$ cat src/rtl/core/archive_record_chain_parser_defines.svh
// Assertion macros for the archive record chain parser.
// Included by the RTL files that carry concurrent checks; no other dependencies.
`ifndef ARCHIVE_RECORD_CHAIN_PARSER_DEFINES_SVH
`define ARCHIVE_RECORD_CHAIN_PARSER_DEFINES_SVH

// Same-cycle implication, checks off while reset is high.
`define ARCP_ASSERT_SAME(label, clk, rst, ante, cons, msg) \
   label: assert property (@(posedge clk) disable iff (rst) (ante) |-> (cons)) \
      else $error(msg);

// Next-cycle implication, checks off while reset is high.
`define ARCP_ASSERT_NEXT(label, clk, rst, ante, cons, msg) \
   label: assert property (@(posedge clk) disable iff (rst) (ante) |=> (cons)) \
      else $error(msg);

`endif

$ cat src/rtl/core/arcp_pkg.sv
// Shared types, constants and helpers for the archive record chain parser.
// No dependencies; imported by archive_record_chain_parser.
package arcp_pkg;

   localparam int REQ_TDATA_W = 8;
   localparam int RSP_TDATA_W = 208;
   localparam int RSP_TUSER_W = 2;
   localparam int CSR_DATA_W  = 64;
   localparam int CSR_ADDR_W  = 4;

   localparam int MAX_MEMBERS      = 65536;
   localparam int MAX_MEMBER_BYTES = 536870912;

   localparam logic [31:0] TAG_WORD = 32'h0031_4253;
   localparam int HDR_LEN  = 14;
   localparam int OVERHEAD = 18;

   // result queue
   localparam int FIFO_DEPTH = 8;
   localparam int FIFO_AW    = $clog2(FIFO_DEPTH);

   // register index taken from paddr[3]
   localparam logic REG_BASE_OFFSET  = 1'b0;
   localparam logic REG_CHAIN_LENGTH = 1'b1;

   localparam logic [1:0] EV_ACCEPT   = 2'd0;
   localparam logic [1:0] EV_COMPLETE = 2'd1;
   localparam logic [1:0] EV_ERROR    = 2'd2;

   localparam logic [3:0] ERR_BAD_TAG     = 4'd0;
   localparam logic [3:0] ERR_EMPTY_NAME  = 4'd1;
   localparam logic [3:0] ERR_SHORT_REC   = 4'd2;
   localparam logic [3:0] ERR_HDR_BEYOND  = 4'd3;
   localparam logic [3:0] ERR_TAIL_BEYOND = 4'd4;
   localparam logic [3:0] ERR_SIZE_LIMIT  = 4'd5;
   localparam logic [3:0] ERR_DATA_BEYOND = 4'd6;
   localparam logic [3:0] ERR_DATA_MISS   = 4'd7;
   localparam logic [3:0] ERR_TOO_MANY    = 4'd8;

   typedef struct packed {
      logic [1:0]  event_res;
      logic [3:0]  error_code;
      logic [39:0] header_offset;
      logic [39:0] data_offset;
      logic [29:0] packed_size;
      logic [29:0] unpacked_size;
      logic [15:0] dos_date;
      logic [15:0] dos_time;
      logic [7:0]  attributes;
      logic [7:0]  name_length;
      logic [15:0] member_index;
      logic        last;
   } rsp_item_type;

   function automatic rsp_item_type make_error(input logic [3:0]  code,
                                               input logic [39:0] hdr_off,
                                               input logic [15:0] idx);
      rsp_item_type r;
      r = '0;
      r.event_res     = EV_ERROR;
      r.error_code    = code;
      r.header_offset = hdr_off;
      r.member_index  = idx;
      return r;
   endfunction

   function automatic rsp_item_type make_complete();
      rsp_item_type r;
      r = '0;
      r.event_res = EV_COMPLETE;
      return r;
   endfunction

endpackage

$ cat src/rtl/core/archive_record_chain_parser.sv
// Archive record chain parser: byte stream in, record/completion/error results out.
// Depends on arcp_pkg and archive_record_chain_parser_defines.svh.
// Takes one chain byte per transaction and sustains one byte per clock unless req_tready
// drops. A byte is registered, then parsed in the next cycle, and any results (at most
// two per byte: an accepted record and a chain completion) are written into an 8-entry
// result queue whose head drives rsp. req_tready drops only while more than four
// results wait in that queue. base_offset (0x0) and chain_length (0x8) are 40-bit
// registers on the csr port; write them while no results are pending. After an
// error or a completion further bytes are swallowed without results until reset.
`include "archive_record_chain_parser_defines.svh"

module archive_record_chain_parser (
   input  logic                               clock,
   input  logic                               reset,
   // csr
   input  logic                               csr_psel,
   input  logic                               csr_penable,
   input  logic                               csr_pwrite,
   input  logic [arcp_pkg::CSR_ADDR_W-1:0]    csr_paddr,
   input  logic [arcp_pkg::CSR_DATA_W-1:0]    csr_pwdata,
   output logic [arcp_pkg::CSR_DATA_W-1:0]    csr_prdata,
   output logic                               csr_pready,
   // input bytes
   input  logic                               req_tvalid,
   output logic                               req_tready,
   input  logic [arcp_pkg::REQ_TDATA_W-1:0]   req_tdata,  // [7:0] data_byte
   // results
   output logic                               rsp_tvalid,
   input  logic                               rsp_tready,
   // [3:0] error_code, [43:4] header_offset, [83:44] data_offset,
   // [113:84] packed_size, [143:114] unpacked_size, [159:144] dos_date,
   // [175:160] dos_time, [183:176] attributes, [191:184] name_length,
   // [207:192] member_index
   output logic [arcp_pkg::RSP_TDATA_W-1:0]   rsp_tdata,
   output logic [arcp_pkg::RSP_TUSER_W-1:0]   rsp_tuser,  // [1:0] event_res
   output logic                               rsp_tlast
);
   import arcp_pkg::*;

   localparam logic [2:0] PH_HEADER = 3'd0;
   localparam logic [2:0] PH_NAME   = 3'd1;
   localparam logic [2:0] PH_SIZE   = 3'd2;
   localparam logic [2:0] PH_DATA   = 3'd3;
   localparam logic [2:0] PH_DONE   = 3'd4;
   localparam logic [2:0] PH_HALT   = 3'd5;

   // configuration
   logic [39:0] base_offset_ff, chain_length_ff;
   logic        csr_write;

   // input register
   logic       in_valid_ff;
   logic [7:0] in_byte_ff;

   // parser state
   logic [2:0]  phase_ff, phase_in;
   logic [3:0]  fp_ff, fp_in;
   logic [7:0]  hb_ff [HDR_LEN];
   logic        hb_we;
   logic [31:0] tail_ff, tail_in;
   logic [29:0] skip_ff, skip_in;
   logic [31:0] pk_ff, pk_in;
   logic [39:0] chain_pos_ff, chain_pos_in;
   logic [39:0] record_start_ff, record_start_in;
   logic [16:0] members_seen_ff, members_seen_in;

   // datapath
   logic signed [40:0] rem;
   logic signed [40:0] tail_need;
   logic signed [32:0] hdr_diff;
   logic [39:0]        pos_inc, start_abs, hdr_abs, data_abs;
   logic [31:0]        tail_new;
   logic [29:0]        skip_dec;
   logic               stopped, e4, e5, e6, e7;

   // results
   rsp_item_type        res0, res1, head;
   logic [1:0]          res_count;
   rsp_item_type        fifo_ff [FIFO_DEPTH];
   logic [FIFO_AW-1:0]  wr_ptr_ff, rd_ptr_ff;
   logic [FIFO_AW:0]    count_ff;
   logic                pop;

   // ---------------- configuration port ----------------
   assign csr_pready = 1'b1;
   assign csr_write  = csr_psel && csr_penable && csr_pwrite && csr_pready;

   always_ff @(posedge clock) begin
      if (reset) begin
         base_offset_ff  <= '0;
         chain_length_ff <= '0;
      end else if (csr_write) begin
         case (csr_paddr[3])
            REG_BASE_OFFSET:  base_offset_ff  <= csr_pwdata[39:0];
            REG_CHAIN_LENGTH: chain_length_ff <= csr_pwdata[39:0];
            default: ;
         endcase
      end
   end

   always_comb begin
      case (csr_paddr[3])
         REG_BASE_OFFSET:  csr_prdata = {24'd0, base_offset_ff};
         REG_CHAIN_LENGTH: csr_prdata = {24'd0, chain_length_ff};
         default:          csr_prdata = '0;
      endcase
   end

   // ---------------- input register ----------------
   // room for the byte in flight plus the one taken now, two results each
   assign req_tready = (count_ff <= (FIFO_AW+1)'(FIFO_DEPTH - 4));

   always_ff @(posedge clock) begin
      if (reset) begin
         in_valid_ff <= 1'b0;
      end else begin
         in_valid_ff <= req_tvalid && req_tready;
      end
   end

   always_ff @(posedge clock) begin
      if (req_tvalid && req_tready) begin
         in_byte_ff <= req_tdata;
      end
   end

   // ---------------- parse ----------------
   assign rem       = {1'b0, chain_length_ff} - {1'b0, chain_pos_ff};
   assign tail_need = {33'd0, in_byte_ff} + 41'd5;
   assign hdr_diff  = {hb_ff[7][7], hb_ff[7], hb_ff[6], hb_ff[5], hb_ff[4]}
                      - {25'd0, in_byte_ff} - 33'(OVERHEAD);
   assign pos_inc   = chain_pos_ff + 40'd1;
   assign start_abs = base_offset_ff + chain_pos_ff;
   assign hdr_abs   = base_offset_ff + record_start_ff;
   assign data_abs  = base_offset_ff + chain_pos_ff + 40'd1;
   assign tail_new  = tail_ff | ({24'd0, in_byte_ff} << {fp_ff[1:0], 3'b000});
   assign skip_dec  = (skip_ff != '0) ? skip_ff - 30'd1 : '0;
   assign stopped   = (phase_ff == PH_DONE) || (phase_ff == PH_HALT);

   // name plus size word past the end; a position already beyond the end
   // leaves a negative signed remainder that fails rem > 0, so it never trips this
   assign e4 = (rem > 41'sd0) && (rem < tail_need);
   assign e5 = tail_new[31] || (tail_new > 32'(MAX_MEMBER_BYTES))
               || (pk_ff > 32'(MAX_MEMBER_BYTES));
   // packed data must fit in what is left after this byte
   assign e6 = (rem < 41'sd1) || ($signed({9'd0, pk_ff}) >= rem);
   assign e7 = (pk_ff == '0) && (tail_new != '0);

   always_comb begin
      phase_in        = phase_ff;
      fp_in           = fp_ff;
      tail_in         = tail_ff;
      skip_in         = skip_ff;
      pk_in           = pk_ff;
      chain_pos_in    = chain_pos_ff;
      record_start_in = record_start_ff;
      members_seen_in = members_seen_ff;
      hb_we           = 1'b0;
      res0            = '0;
      res1            = '0;
      res_count       = 2'd0;

      if (in_valid_ff && !stopped) begin
         if (phase_ff == PH_HEADER && fp_ff == '0
             && (members_seen_ff >= 17'(MAX_MEMBERS) || rem < 41'sd14)) begin
            // record start refused; the byte is not consumed
            record_start_in = chain_pos_ff;
            res0      = make_error((members_seen_ff >= 17'(MAX_MEMBERS)) ? ERR_TOO_MANY
                                   : ERR_HDR_BEYOND, start_abs, members_seen_ff[15:0]);
            res_count = 2'd1;
            phase_in  = PH_HALT;
         end else begin
            chain_pos_in = pos_inc;
            case (phase_ff)
               PH_HEADER: begin
                  if (fp_ff == '0) begin
                     record_start_in = chain_pos_ff;
                  end
                  hb_we = 1'b1;
                  fp_in = fp_ff + 4'd1;
                  if (fp_ff == 4'(HDR_LEN - 1)) begin
                     fp_in = '0;
                     pk_in = hdr_diff[31:0];
                     if ({hb_ff[3], hb_ff[2], hb_ff[1], hb_ff[0]} != TAG_WORD) begin
                        res0 = make_error(ERR_BAD_TAG, hdr_abs, members_seen_ff[15:0]);
                     end else if (in_byte_ff == '0) begin
                        res0 = make_error(ERR_EMPTY_NAME, hdr_abs, members_seen_ff[15:0]);
                     end else if (hdr_diff[32]) begin
                        res0 = make_error(ERR_SHORT_REC, hdr_abs, members_seen_ff[15:0]);
                     end else if (e4) begin
                        res0 = make_error(ERR_TAIL_BEYOND, hdr_abs, members_seen_ff[15:0]);
                     end
                     if ({hb_ff[3], hb_ff[2], hb_ff[1], hb_ff[0]} != TAG_WORD
                         || in_byte_ff == '0 || hdr_diff[32] || e4) begin
                        res_count = 2'd1;
                        phase_in  = PH_HALT;
                     end else begin
                        phase_in = PH_NAME;
                        skip_in  = {22'd0, in_byte_ff};
                     end
                  end
               end
               PH_NAME: begin
                  skip_in = skip_dec;
                  if (skip_dec == '0) begin
                     phase_in = PH_SIZE;
                     fp_in    = '0;
                     tail_in  = '0;
                  end
               end
               PH_SIZE: begin
                  tail_in = tail_new;
                  fp_in   = fp_ff + 4'd1;
                  if (fp_ff == 4'd3) begin
                     fp_in = '0;
                     if (e5 || e6 || e7) begin
                        res0 = make_error(e5 ? ERR_SIZE_LIMIT : e6 ? ERR_DATA_BEYOND
                                          : ERR_DATA_MISS, hdr_abs, members_seen_ff[15:0]);
                        res_count = 2'd1;
                        phase_in  = PH_HALT;
                     end else begin
                        res0.event_res     = EV_ACCEPT;
                        res0.error_code    = ERR_BAD_TAG;
                        res0.header_offset = hdr_abs;
                        res0.data_offset   = data_abs;
                        res0.packed_size   = pk_ff[29:0];
                        res0.unpacked_size = tail_new[29:0];
                        res0.dos_date      = {hb_ff[9], hb_ff[8]};
                        res0.dos_time      = {hb_ff[11], hb_ff[10]};
                        res0.attributes    = hb_ff[12];
                        res0.name_length   = hb_ff[13];
                        res0.member_index  = members_seen_ff[15:0];
                        res_count          = 2'd1;
                        members_seen_in    = members_seen_ff + 17'd1;
                        if (pk_ff == '0) begin
                           phase_in = PH_HEADER;
                           if (rem == 41'sd1) begin
                              res1      = make_complete();
                              res_count = 2'd2;
                              phase_in  = PH_DONE;
                           end
                        end else begin
                           phase_in = PH_DATA;
                           skip_in  = pk_ff[29:0];
                        end
                     end
                  end
               end
               PH_DATA: begin
                  skip_in = skip_dec;
                  if (skip_dec == '0) begin
                     phase_in = PH_HEADER;
                     fp_in    = '0;
                     if (rem == 41'sd1) begin
                        res0      = make_complete();
                        res_count = 2'd1;
                        phase_in  = PH_DONE;
                     end
                  end
               end
               default: ;
            endcase
         end
         if (res_count == 2'd1) begin
            res0.last = 1'b1;
         end else if (res_count == 2'd2) begin
            res1.last = 1'b1;
         end
      end
   end

   always_ff @(posedge clock) begin
      if (reset) begin
         phase_ff        <= PH_HEADER;
         fp_ff           <= '0;
         skip_ff         <= '0;
         chain_pos_ff    <= '0;
         record_start_ff <= '0;
         members_seen_ff <= '0;
      end else begin
         phase_ff        <= phase_in;
         fp_ff           <= fp_in;
         skip_ff         <= skip_in;
         chain_pos_ff    <= chain_pos_in;
         record_start_ff <= record_start_in;
         members_seen_ff <= members_seen_in;
      end
   end

   always_ff @(posedge clock) begin
      tail_ff <= tail_in;
      pk_ff   <= pk_in;
      if (hb_we) begin
         hb_ff[fp_ff] <= in_byte_ff;
      end
   end

   // ---------------- result queue ----------------
   assign head       = fifo_ff[rd_ptr_ff];
   assign rsp_tvalid = (count_ff != '0);
   assign pop        = rsp_tvalid && rsp_tready;
   assign rsp_tuser  = head.event_res;
   assign rsp_tlast  = head.last;
   assign rsp_tdata  = {head.member_index, head.name_length, head.attributes,
                        head.dos_time, head.dos_date, head.unpacked_size,
                        head.packed_size, head.data_offset, head.header_offset,
                        head.error_code};

   always_ff @(posedge clock) begin
      if (res_count != 2'd0) begin
         fifo_ff[wr_ptr_ff] <= res0;
      end
      if (res_count == 2'd2) begin
         fifo_ff[wr_ptr_ff + FIFO_AW'(1)] <= res1;
      end
   end

   always_ff @(posedge clock) begin
      if (reset) begin
         wr_ptr_ff <= '0;
         rd_ptr_ff <= '0;
         count_ff  <= '0;
      end else begin
         wr_ptr_ff <= wr_ptr_ff + FIFO_AW'(res_count);
         rd_ptr_ff <= rd_ptr_ff + FIFO_AW'(pop);
         count_ff  <= count_ff + (FIFO_AW+1)'(res_count) - (FIFO_AW+1)'(pop);
      end
   end

   // ---------------- checks ----------------
   `ARCP_ASSERT_SAME(a_queue_bound, clock, reset, 1'b1, count_ff <= (FIFO_AW+1)'(FIFO_DEPTH), "result queue overflow")
   `ARCP_ASSERT_NEXT(a_stop_holds, clock, reset, phase_ff == PH_DONE || phase_ff == PH_HALT, phase_ff == $past(phase_ff), "parser left a terminal phase")
   `ARCP_ASSERT_SAME(a_quiet_when_stopped, clock, reset, stopped, res_count == 2'd0, "result after error or completion")
   `ARCP_ASSERT_SAME(a_member_cap, clock, reset, 1'b1, members_seen_ff <= 17'(MAX_MEMBERS), "member count beyond cap")

endmodule

$ cat config.mk
export PLATFORM = sky130hd
export DESIGN_NAME = archive_record_chain_parser
export DESIGN_NICKNAME = d
export VERILOG_FILES = /design/src/rtl/core/arcp_pkg.sv /design/src/rtl/core/archive_record_chain_parser.sv
export VERILOG_INCLUDE_DIRS = /design/src /design/src/rtl/core
export SDC_FILE = /design/constraint.sdc
export NUM_CORES = 2
export LEC_CHECK = 0
export BUFFER_PORTS_ARGS = -buffer_cell sky130_fd_sc_hd__buf_2
export CORE_UTILIZATION = 40
export DETAILED_ROUTE_END_ITERATION = 8
export GPL_ROUTABILITY_DRIVEN = 0
export HOLD_SLACK_MARGIN = 0.03
export SETUP_SLACK_MARGIN = 0.4
export SYNTH_ARGS = -nofsm -noshare
export SYNTH_HDL_FRONTEND = slang
export SYNTH_SLANG_ARGS = --single-unit
$ cat constraint.sdc
create_clock -name clock -period 8.8 [get_ports clock]
set_clock_uncertainty 0.2 [all_clocks]
set_input_delay 0.44 -clock clock [delete_from_list [all_inputs] [get_ports clock]]
set_output_delay 0.44 -clock clock [all_outputs]
set_load 0.01 [all_outputs]
==> results.sh <==
export IMPL_final_cell_area_mm2=0.1124
export IMPL_h_tree_depth=4
export IMPL_drt_iter0_drc=5492
export IMPL_reg2reg_setup_slack_ns=1.14
export IMPL_finalCritPeriodShare_pct=87.04
export IMPL_cp_depth=22
export IMPL_cts_sinks=2097
export IMPL_p_seq_share_pct=43.8
export IMPL_r2r_cells=22
export IMPL_synth_cell_types=90
export IMPL_p_switching_uw=6236
export IMPL_slew_viol_final=0
export IMPL_yosysTopAreaCellShare_pct=37.84
export IMPL_p_sw_share_pct=27.63
export IMPL_grt_antenna_before_repair=27
export IMPL_fin_ws_ns=1.141
export IMPL_pre_cts_slack_ns=1.562
export IMPL_fill_cells=23372
export IMPL_clockRootBuffer="clkbuf_16"
export IMPL_synth_seq_area_share_pct=43.82
export IMPL_fin_util_pct=45.13
export IMPL_layout_min_cycle_time_ns=7.659
export IMPL_hold_end="chain_length_ff[17]"
export IMPL_worstPathCellList="inv_1 -> ha_1 -> a21o_1 -> or3_1 -> o211a_1 -> a21oi_1 -> o21bai_1 -> xnor2_1 -> ha_1 -> a31o_2 -> a21o_1 -> a21oi_1 -> o21ai_0 -> a31o_2 -> o31a_1 -> or3_1 -> a41o_1 -> nor4_2 -> nand4_1 -> buf_12 -> nand2_1 -> mux2i_1"
export IMPL_yosysMostFrequentCell="nand2_1"
export IMPL_vias=75714
export IMPL_fin_nets=10041
export IMPL_netlist_instances=9716
export IMPL_hold_viol=0
export IMPL_end_kind="flip-flop"
export IMPL_ys_seq_elements=2097
export IMPL_clockPowerShare_pct=41.8
export IMPL_cp_data_required_time_ns=9.32
export IMPL_die_height_um=502.9
export IMPL_ys_warn_count=0
export IMPL_crit_slowest_cell="nor4_2"
export IMPL_io_buffers=308
export IMPL_num_rows=183
export IMPL_internal_power_uw=16330
export IMPL_die_x_um=502.9
export IMPL_vias_per_cell=5.703
export IMPL_grt_max_degree=148
export IMPL_wl_um=320500
export IMPL_synth_commonest_cells="2264 x nand2_1, 1897 x dfxtp_1, 1676 x mux2i_1"
export IMPL_crit_path_max_incr_delay_ns=0.90
export IMPL_maxCapViolCount=0
export IMPL_cts_max_path_buffers=3
export IMPL_core_area_mm2=0.2491
export IMPL_rsz0062_at_grt="no"
export IMPL_cts_tree="built"
export IMPL_power_uw=22570
export IMPL_cp_top_family="simple AND/OR/NAND/NOR gates"
export IMPL_drive_gt1_share_pct=15.52
export IMPL_setup_viol=0
export IMPL_combPwrFrac_pct=14.3
export IMPL_die_area_mm2=0.2529
export IMPL_worstMarginPinSlew_ns=1.454
export IMPL_syn_mean_instance_area_um2=10.33
export IMPL_fmax_mhz=130.6
export IMPL_r2r_end="fifo_ff[3][150]"
export IMPL_ir_drop_uv=221.5
export IMPL_cts_setup_buffers=0
export IMPL_status="complete, no violations"
export IMPL_slew_limit_headroom_pct=3.050
export IMPL_hold_depth=5
export IMPL_crit_type="flip-flop to flip-flop"
export IMPL_path_clk_slew_ns=0.07
export IMPL_worstPathArrival_ns=8.18
export IMPL_syn_area_mm2=0.1004
export IMPL_path_buf_inv=2
export IMPL_hold_start="csr_pwrite"
export IMPL_yosysTopAreaCell="dfxtp_1"
export IMPL_synth_edff_count=200
export IMPL_r2r_start="chain_pos_ff[5]"
export IMPL_ys_flop_type="dfxtp_1"
export IMPL_tns_ns=0
export IMPL_ios=361
export IMPL_initial_core_util_pct=40.29
export IMPL_place_hpwl_um=196800
export IMPL_grt_pass1_vias=77355
export IMPL_cts_made_buffers=219
export IMPL_placed_area_mm2=0.1045
export IMPL_grt_pass1_wl_um=481100
export IMPL_dr_pass1_iters=9
export IMPL_synthArstFlopShare_pct=0
export IMPL_p_leak_uw=0.05137
export IMPL_grt_ovfl_total=0
export IMPL_syn2layout_area_growth_pct=12.02
export IMPL_ant_nets=0
export IMPL_clk_latency_ns=0.89
export IMPL_wire_per_inst_um=24.14
export IMPL_grt_total_usage_pct=24.84
export IMPL_critPathLaunchType="flip-flop"
export IMPL_synth_area_leaders="dfxtp_1 38%, mux2i_1 17%, mux4_2 9.5%, nand2_1 8.5%, edfxtp_1 6.0%"
export IMPL_path_max_fanout=133
export IMPL_powerDensity_mw_per_mm2=200.8
export IMPL_drc_errors=0
export IMPL_hold_path_class="input pin to flip-flop"
==> how the worst max path moves through the flow <==
stage / endpoint / startpoint / slack, ns
2_1_floorplan: tail_ff[0] / chain_length_ff[0] / 2.10
3_3_place_gp: fifo_ff[2][170] / chain_pos_ff[5] / 1.54
3_5_place_dp: fifo_ff[4][178] / chain_pos_ff[12] / 1.56
4_1_cts: fifo_ff[4][204] / chain_pos_ff[5] / 1.52
5_1_grt: fifo_ff[3][129] / chain_pos_ff[11] / 0.85
6_report: fifo_ff[3][150] / chain_pos_ff[5] / 1.14
==> layout make-up <==
cell class	count	area (µm²)	area share [%]
Multi-Input combinational cell	6803	52780	46.95
Sequential cell	2097	43990	39.13
Clock buffer	330	6470	5.755
Tap cell	3330	4167	3.706
Timing Repair Buffer	493	3560	3.166
Clock inverter	79	915.9	0.8147
Inverter	143	536.8	0.4775
Antenna cell	1	2.502	0.002226
==> power by group through the flow <==
stage	combinational [µW]	sequential (µW)	clock [µW]
global placement	3180	10100	0
CTS	3220	9890	9590
detailed placement	3190	10100	0
global route	3450	9900	10000
finish	3230	9890	9440
floorplan	2330	9990	0
==> registers in the layout, summed over array words and instances, names as in the netlist <==
signal / count
chain_pos_ff: 40
tail_ff: 32
hb_ff: 112
members_seen_ff: 17
base_offset_ff: 40
phase_ff: 3
pk_ff: 32
in_byte_ff: 8
count_ff: 4
in_valid_ff: 1
skip_ff: 30
chain_length_ff: 40
record_start_ff: 40
rd_ptr_ff: 3
fifo_ff: 1688
wr_ptr_ff: 3
fp_ff: 4
==> cells in the final DEF (no fill, tap or decap), types with 39 or more instances in the layout <==
cell / instances
inv_1: 142
clkbuf_1: 56
clkinv_2: 39
and2_1: 46
dfxtp_1: 1894
mux2_2: 270
dlygate4sd3_1: 58
nor3_1: 110
ha_1: 195
xor2_1: 79
buf_2: 307
mux2i_1: 1676
edfxtp_1: 200
nor4_1: 88
clkbuf_16: 221
buf_4: 89
mux4_2: 422
a21o_1: 96
o21ai_0: 126
a21oi_1: 283
nand2_1: 2264
clkbuf_8: 54
nor2_1: 263
nand4_1: 71
nand3_1: 58
xnor2_1: 142
==> worst min-delay path: cells and delay by family <==
family,cells,cell delay (ns)
buf+inv,2,0.38
simple gates,2,0.23
compound gates,1,0.06
==> through the flow <==
stage	cells	hold slack [ns]
after floorplan	9739	0.2353
after CTS	13275	0.03012
after detailed placement	12808	0.2480
after global routing	13276	0.04828
after global placement	12808	0.2415
final	13276	0.06484
==> layer usage <==
layer / routed length (µm) / GRT usage, % / vias up
met1: 134200 / 30.77 / 38312
met3: 15860 / 3.266 / 692
met2: 154500 / 42.69 / 2281
met5: 23 / 0 / -
li1: - / - / 34425
met4: 15970 / 11.49 / 4
==> cells by family (layout without fill, tap and decap cells) <==
family,Yosys count,after routing,share of synthesized area (%)
AND/OR/NAND/NOR,3133,3133,13.19
multiplexers,2368,2368,29.22
flip-flops,2097,2097,43.82
AO/OA/AOI/OAI,855,855,5.424
buffers and inverters,839,1045,3.855
XOR/XNOR,221,221,1.929
adder cells (fa/ha/maj),201,201,2.551
other,2,26,0.007483
==> what timing repair did <==
item | 4_1_cts | 5_1_grt
endpoints found under the hold margin | 118 | 0
hold buffers | 58 | 0
resized for setup | 0 | 0
setup endpoints to repair | 0 | 0
(Power assumes the default switching activity.)
